===== src/design/assert_macros.svh =====
// Assertion macros shared by the design files.
// Each macro wraps a clocked, reset-qualified concurrent assertion.
`ifndef ASSERT_MACROS_SVH
`define ASSERT_MACROS_SVH

// Property checked at every rising edge of i_clk, disabled while reset is low.
`define SPL_ASSERT(label, prop, msg) \
    label: assert property (@(posedge i_clk) disable iff (!i_rst_n) (prop)) \
        else $error(msg);

// Implication whose consequent is checked in the cycle after the antecedent.
`define SPL_ASSERT_NEXT(label, ante, cons, msg) \
    label: assert property (@(posedge i_clk) disable iff (!i_rst_n) \
        (ante) |=> (cons)) else $error(msg);

`endif


===== src/design/spl_pkg.sv =====
// Shared types and constants of the sorted priority list.
// No dependencies; used by spl_cell and sorted_priority_list.
package spl_pkg;

    localparam int KEY_W   = 20;
    localparam int SCORE_W = 32;
    localparam int CNT_W   = 5;

    // Operation codes carried in the input tuser field.
    typedef enum logic [1:0] {
        KIND_INSERT = 2'd0,
        KIND_REMOVE = 2'd1,
        KIND_QUERY  = 2'd2
    } t_kind;

    // One stored entry.
    typedef struct packed {
        logic        [KEY_W-1:0]   key;
        logic signed [SCORE_W-1:0] score;
    } t_entry;

    // Per-transaction strobes broadcast to every cell.
    typedef struct packed {
        logic acc;  // a transaction is accepted this cycle
        logic ins;  // insert into a list that is not full
        logic rem;  // remove from a list that is not empty
    } t_cell_ctl;

endpackage


===== src/design/spl_cell.sv =====
// One slot of the sorted list: holds an entry and trades it with its neighbors.
// Depends on spl_pkg.
module spl_cell
    import spl_pkg::*;
(
    input  logic      i_clk,
    input  logic      i_rst_n,
    input  t_cell_ctl i_ctl,
    input  t_entry    i_new,
    input  logic      i_prev_valid,
    input  t_entry    i_prev_entry,
    input  logic      i_prev_hit,
    input  logic      i_next_valid,
    input  t_entry    i_next_entry,
    output logic      o_valid,
    output t_entry    o_entry,
    output logic      o_hit,
    output logic      o_match
);

    logic   r_valid;
    t_entry r_entry;
    logic   r_match;

    // The new entry belongs at or ahead of this slot when the slot is empty
    // or holds a score greater than or equal to the new one.
    assign o_hit = !r_valid || ($signed(i_new.score) <= $signed(r_entry.score));

    // Valid bit: shift down on insert, shift up on remove.
    always_ff @(posedge i_clk) begin
        if (!i_rst_n) begin
            r_valid <= 1'b0;
        end else if (i_ctl.ins) begin
            if (i_prev_hit) begin
                r_valid <= i_prev_valid;
            end else if (o_hit) begin
                r_valid <= 1'b1;
            end
        end else if (i_ctl.rem) begin
            r_valid <= i_next_valid;
        end
    end

    // Entry payload follows the same moves as the valid bit.
    always_ff @(posedge i_clk) begin
        if (i_ctl.ins) begin
            if (i_prev_hit) begin
                r_entry <= i_prev_entry;
            end else if (o_hit) begin
                r_entry <= i_new;
            end
        end else if (i_ctl.rem) begin
            r_entry <= i_next_entry;
        end
    end

    // Key match against the contents seen by the accepted transaction.
    always_ff @(posedge i_clk) begin
        if (!i_rst_n) begin
            r_match <= 1'b0;
        end else if (i_ctl.acc) begin
            r_match <= r_valid && (r_entry.key == i_new.key);
        end
    end

    assign o_valid = r_valid;
    assign o_entry = r_entry;
    assign o_match = r_match;

endmodule


===== src/design/sorted_priority_list.sv =====
// Channel   | Dir | Payload
// s_axis    | in  | tuser[1:0] kind; tdata key[19:0], score[51:20]
// m_axis    | out | tdata ok[0], found[1], out_key[21:2], out_score[53:22],
//           |     |       entry_count[58:54]
//
// One transaction is taken every cycle unless o_s_axis_tready drops on an m_axis stall; each result
// is registered in the first result stage (cell row update and key match) and then in the
// output register (key-match OR), where it stays valid on m_axis until it is taken.
// All slots act in parallel, so the rate does not depend on DEPTH.
// Reset (i_rst_n low, synchronous) empties the list and both result stages.
// A stall on m_axis holds the two result stages and drops o_s_axis_tready once the
// first result stage is also full.
//
// Top level of the sorted priority list; depends on spl_pkg, spl_cell and
// assert_macros.svh.
`include "assert_macros.svh"

module sorted_priority_list
    import spl_pkg::*;
#(
    parameter int DEPTH = 16
) (
    input  logic        i_clk,
    input  logic        i_rst_n,
    input  logic        i_s_axis_tvalid,
    output logic        o_s_axis_tready,
    input  logic [55:0] i_s_axis_tdata,   // key[19:0], score[51:20], zero pad
    input  logic [1:0]  i_s_axis_tuser,   // kind[1:0]
    output logic        o_m_axis_tvalid,
    input  logic        i_m_axis_tready,
    output logic [63:0] o_m_axis_tdata    // ok, found, out_key, out_score,
                                          // entry_count, zero pad
);

    localparam int CW = $clog2(DEPTH + 1);

    logic [DEPTH-1:0] w_valid;
    logic [DEPTH-1:0] w_hit;
    logic [DEPTH-1:0] w_match;
    t_entry           w_entry [DEPTH];

    t_entry    w_new;
    t_kind     w_kind;
    t_cell_ctl w_ctl;
    logic      w_acc;
    logic      w_full;
    logic      w_empty;
    logic      w_p_move;

    logic [CW-1:0] r_count;
    logic [CW-1:0] n_count;

    logic               r_p_valid;
    t_kind              r_p_kind;
    logic               r_p_ok;
    t_entry             r_p_head;
    logic [CW-1:0]      r_p_count;
    logic               n_p_ok;
    t_entry             n_p_head;

    logic               r_o_valid;
    logic [63:0]        r_o_data;

    logic [CW+CNT_W-1:0] w_cnt_ext;

    // Input unpacking and handshake.
    assign w_new.key   = i_s_axis_tdata[KEY_W-1:0];
    assign w_new.score = i_s_axis_tdata[KEY_W+SCORE_W-1:KEY_W];
    assign w_kind      = t_kind'(i_s_axis_tuser);

    assign w_p_move        = !r_o_valid || i_m_axis_tready;
    assign o_s_axis_tready = !r_p_valid || w_p_move;
    assign w_acc           = i_s_axis_tvalid && o_s_axis_tready;

    assign w_full  = (r_count == CW'(DEPTH));
    assign w_empty = (r_count == '0);

    assign w_ctl.acc = w_acc;
    assign w_ctl.ins = w_acc && (w_kind == KIND_INSERT) && !w_full;
    assign w_ctl.rem = w_acc && (w_kind == KIND_REMOVE) && !w_empty;

    // Row of cells; slot 0 holds the smallest score.
    for (genvar i = 0; i < DEPTH; i++) begin : g_cell
        logic   w_pv;
        t_entry w_pe;
        logic   w_ph;
        logic   w_nv;
        t_entry w_ne;

        if (i == 0) begin : g_first
            assign w_pv = 1'b0;
            assign w_pe = w_new;
            assign w_ph = 1'b0;
        end else begin : g_mid
            assign w_pv = w_valid[i-1];
            assign w_pe = w_entry[i-1];
            assign w_ph = w_hit[i-1];
        end

        if (i == DEPTH - 1) begin : g_last
            assign w_nv = 1'b0;
            assign w_ne = w_new;
        end else begin : g_inner
            assign w_nv = w_valid[i+1];
            assign w_ne = w_entry[i+1];
        end

        spl_cell u_cell (
            .i_clk        (i_clk),
            .i_rst_n      (i_rst_n),
            .i_ctl        (w_ctl),
            .i_new        (w_new),
            .i_prev_valid (w_pv),
            .i_prev_entry (w_pe),
            .i_prev_hit   (w_ph),
            .i_next_valid (w_nv),
            .i_next_entry (w_ne),
            .o_valid      (w_valid[i]),
            .o_entry      (w_entry[i]),
            .o_hit        (w_hit[i]),
            .o_match      (w_match[i])
        );
    end

    // Count update and first-stage result fields.
    always_comb begin
        n_count  = r_count;
        n_p_ok   = 1'b0;
        n_p_head = '0;
        unique case (w_kind)
            KIND_INSERT: begin
                if (!w_full) begin
                    n_count = r_count + CW'(1);
                    n_p_ok  = 1'b1;
                end
            end
            KIND_REMOVE: begin
                if (!w_empty) begin
                    n_count  = r_count - CW'(1);
                    n_p_ok   = 1'b1;
                    n_p_head = w_entry[0];
                end
            end
            KIND_QUERY: begin
                n_p_ok = 1'b0;
            end
            default: begin
                n_p_ok = 1'b0;
            end
        endcase
    end

    always_ff @(posedge i_clk) begin
        if (!i_rst_n) begin
            r_count <= '0;
        end else if (w_acc) begin
            r_count <= n_count;
        end
    end

    // First result stage: waits for the registered key matches.
    always_ff @(posedge i_clk) begin
        if (!i_rst_n) begin
            r_p_valid <= 1'b0;
        end else if (w_acc) begin
            r_p_valid <= 1'b1;
        end else if (w_p_move) begin
            r_p_valid <= 1'b0;
        end
    end

    always_ff @(posedge i_clk) begin
        if (w_acc) begin
            r_p_kind  <= w_kind;
            r_p_ok    <= n_p_ok;
            r_p_head  <= n_p_head;
            r_p_count <= n_count;
        end
    end

    assign w_cnt_ext = {{CNT_W{1'b0}}, r_p_count};

    // Output register: folds the match vector and packs the transaction.
    always_ff @(posedge i_clk) begin
        if (!i_rst_n) begin
            r_o_valid <= 1'b0;
        end else if (w_p_move) begin
            r_o_valid <= r_p_valid;
        end
    end

    always_ff @(posedge i_clk) begin
        if (w_p_move && r_p_valid) begin
            r_o_data <= {5'b0,
                         w_cnt_ext[CNT_W-1:0],
                         r_p_head.score,
                         r_p_head.key,
                         (r_p_kind == KIND_QUERY) && (|w_match),
                         r_p_ok};
        end
    end

    assign o_m_axis_tvalid = r_o_valid;
    assign o_m_axis_tdata  = r_o_data;

    // Checks on the cell row and the count.
    `SPL_ASSERT(a_count_bound, r_count <= CW'(DEPTH), "stored count exceeds DEPTH")
    `SPL_ASSERT(a_valid_count, $countones(w_valid) == int'(r_count),
                "valid cells disagree with stored count")
    `SPL_ASSERT(a_valid_packed, (w_valid & (w_valid + DEPTH'(1))) == '0,
                "valid cells are not a contiguous run from the head")
    `SPL_ASSERT_NEXT(a_hold_on_stall, r_p_valid && !w_p_move, $stable(r_count),
                     "list changed while the result stage was stalled")

    for (genvar j = 1; j < DEPTH; j++) begin : g_chk
        `SPL_ASSERT(a_sorted,
                    w_valid[j] |-> ($signed(w_entry[j-1].score) <=
                                    $signed(w_entry[j].score)),
                    "cell scores out of ascending order")
    end

endmodule


===== config.mk =====
export PLATFORM = sky130hd
export DESIGN_NAME = sorted_priority_list
export DESIGN_NICKNAME = d
export VERILOG_FILES = /design/src/design/spl_pkg.sv /design/src/design/spl_cell.sv /design/src/design/sorted_priority_list.sv
export VERILOG_INCLUDE_DIRS = /design/src /design/src/design
export SDC_FILE = /design/constraint.sdc
export NUM_CORES = 2
export LEC_CHECK = 0
export ABC_AREA = 1
export BUFFER_PORTS_ARGS = -buffer_cell sky130_fd_sc_hd__buf_2
export CELL_PAD_IN_SITES_DETAIL_PLACEMENT = 1
export CELL_PAD_IN_SITES_GLOBAL_PLACEMENT = 1
export CORE_UTILIZATION = 53
export DETAILED_ROUTE_END_ITERATION = 6
export PLACE_DENSITY_LB_ADDON = 0.3
export SKIP_LAST_GASP = 1
export SLEW_MARGIN = 25
export SYNTH_ARGS = -nofsm -noshare
export SYNTH_HDL_FRONTEND = slang
export SYNTH_HIERARCHICAL = 1
export SYNTH_SLANG_ARGS = --single-unit

===== constraint.sdc =====
create_clock -name i_clk -period 11.04 [get_ports i_clk]
set_input_delay 1.104 -clock i_clk [delete_from_list [all_inputs] [get_ports i_clk]]
set_output_delay 1.104 -clock i_clk [all_outputs]
set_load 0.02 [all_outputs]

==> results.json <==
{
  "cts_setup_buffers": 0,
  "grt_pass1_vias": 62288,
  "antennaDiodeCount": 0,
  "via_count": 59341,
  "post-route-drc-count": 40,
  "grt_antenna_before_repair": 0,
  "p_leak_nw": 32.3,
  "grt_usage": 0.329,
  "cts_tree": "done",
  "place_ws_ns": 5.07,
  "arrival_ns": 5.74,
  "hp-start": "r_p_head[46]",
  "die_w_um": 355,
  "rows": 129,
  "overflow": 0,
  "worst_slew_pin_slew_ns": 1.31,
  "worst_hold_path_type": "reg -> reg",
  "syn_area_um2": 66100,
  "endpoint_kind": "flip-flop",
  "cts-root-buf": "clkbuf_16",
  "die_height_um": 355,
  "path_cells": "inv_1 -> ha_1 -> nand3_1 -> nand2_1 -> nor2_4 -> buf_4 -> buf_12 -> inv_2 -> nor2_2 -> buf_4 -> nand4_1 -> nand2_1 -> clkinv_2",
  "cts_resized": 0,
  "path_clk_slew_ns": 0.07,
  "reg2regPathDepth": 13,
  "instances_no_fill": 9896,
  "dpl.hpwl_um": 152000,
  "numPortBuffers": 118,
  "cts_made_buffers": 115,
  "clk_latency_ns": 0.76,
  "path_delay_family": "buffers and inverters",
  "ff2ff_setup_slack_ns": 5.50,
  "violations": "DRC",
  "viasPerCell": 6.00,
  "fmax_ghz": 0.180,
  "syn2layout_area_growth_pct": 8.88,
  "finalSetupViolations": 0,
  "reg2reg_from": "r_count[0]",
  "final.setup.tns_ns": 0,
  "slowest_stage": "clkinv_2",
  "cts_max_path_buffers": 3,
  "critPathKind": "reg -> reg",
  "place_congestion": 0.887,
  "cts_sinks": 990,
  "layout-drive-gt1-share": 0.0664,
  "clock_skew_ns": 0.0368,
  "hold_violations": 0,
  "min_to": "o_m_axis_tdata[16]",
  "finalPower_mw": 10.2,
  "final_max_slew_viol_count": 0,
  "dr.pass1.iters": 7,
  "period_minus_slack_ns": 5.54,
  "yosys_warnings": 6,
  "fin_crit_sh": 0.502,
  "path_max_fanout": 145,
  "wl_um": 210000,
  "core-area_um2": 124000,
  "run_status": "finished with violations",
  "grt_max_degree": 213,
  "syn_area_per_cell_um2": 8.07,
  "dp_cells": 9682,
  "rsz0062_at_grt": "false",
  "nNetsFinal": 8739,
  "drt_iter0_drc": 4819,
  "p_per_area_nw_per_um2": 141,
  "die_area_um2": 126000,
  "relSlewSlack": 0.127,
  "fillCellCount": 15003,
  "htree_levels": 3,
  "path_buf_inv": 6,
  "hold_slack_ns": 0.412,
  "r2r_end": "g_cell[10].u_cell/o_entry[22]",
  "fin_ws_ns": 5.50,
  "drtAntennaViolNets": 0,
  "cp_slowest_stage_delay_ns": 0.70,
  "hold_depth": 0,
  "num_io_pins": 128,
  "peakVddDrop_v": 0.000137,
  "routedWlPerCell_um": 21.2,
  "grt_pass1_wl_um": 336000,
  "start_util": 0.534,
  "syn_inst": 8194,
  "cts_hold_buffers": 0,
  "start_kind": "flip-flop",
  "cp.required_ns": 11.24,
  "max-cap-violations": 0
}
-- cells in the final DEF, fill, tap and decap left out, types with 28 or more instances in the layout --
cell / n
a21oi_1: 235
a22o_1: 28
buf_2: 117
buf_4: 72
clkbuf_1: 30
clkbuf_16: 115
dfxtp_1: 39
edfxtp_1: 951
ha_1: 514
inv_1: 950
inv_2: 46
nand2_1: 2362
nand2_2: 32
nand3_1: 1652
nand4_1: 59
nor2_1: 309
nor3_1: 40
nor4_1: 34
o211ai_1: 132
o21a_1: 28
o21ai_0: 35
o22ai_1: 72
or2_2: 32
xnor2_1: 72
xor2_1: 60
-- state kept, by name, indices dropped and copies added (netlist names) --
| name | cells |
|---|---|
| g_cell.u_cell/o_entry | 832 |
| g_cell.u_cell/o_valid | 16 |
| r_count | 5 |
| o_m_axis_tvalid | 1 |
| r_p_kind | 2 |
| o_m_axis_tdata | 59 |
| r_p_valid | 1 |
| r_p_count | 5 |
| g_cell.u_cell/o_match | 16 |
| r_p_ok | 1 |
| r_p_head | 52 |
-- layer usage --
layer,routed length (um),global-route usage,vias to the layer above,part of all wire
li1,-,-,27626,-
met1,88000,0.422,29319,0.42
met2,103000,0.572,1977,0.49
met3,11100,0.0327,419,0.053
met4,8030,0.123,0,0.038
met5,0,0,-,0
-- cell type report --
cell class	count	area [um2]	share of cell area
Multi-Input combinational cell	5847	31800	0.441
Sequential cell	990	29300	0.407
Inverter	1016	3840	0.0533
Clock buffer	156	3140	0.0436
Tap cell	1637	2050	0.0284
Timing Repair Buffer	193	1210	0.0169
Clock inverter	57	646	0.00897
-- through the flow --
stage	util	instance area, um2
after global routing	0.582	72000
after detailed placement	0.550	68200
after floorplan	-	66200
after CTS	0.581	71900
after global placement	0.550	68100
final	0.582	72000
-- how the worst max path moves through the flow --
| stage | endpoint | from | depth (start not counted) | slack (ns) |
|---|---|---|---|---|
| global route | g_cell[10].u_cell/o_entry[14] | r_count[0] | 13 | 5.09 |
| floorplan | g_cell[0].u_cell/o_entry[0] | i_m_axis_tready | 9 | 5.94 |
| finish | g_cell[10].u_cell/o_entry[22] | r_count[0] | 13 | 5.50 |
| global placement | g_cell[1].u_cell/o_entry[38] | i_s_axis_tdata[39] | 19 | 5.27 |
| CTS | g_cell[1].u_cell/o_entry[28] | i_s_axis_tdata[35] | 17 | 5.65 |
| detailed placement | g_cell[1].u_cell/o_entry[38] | i_s_axis_tdata[39] | 19 | 5.07 |
-- power breakdown --
part,total [mW],switching [mW],internal [mW]
combinational,1.61,1.09,0.518
sequential,4.67,0.219,4.45
clock,3.90,1.67,2.23
Note: power is estimated with default switching activity, not from simulation.
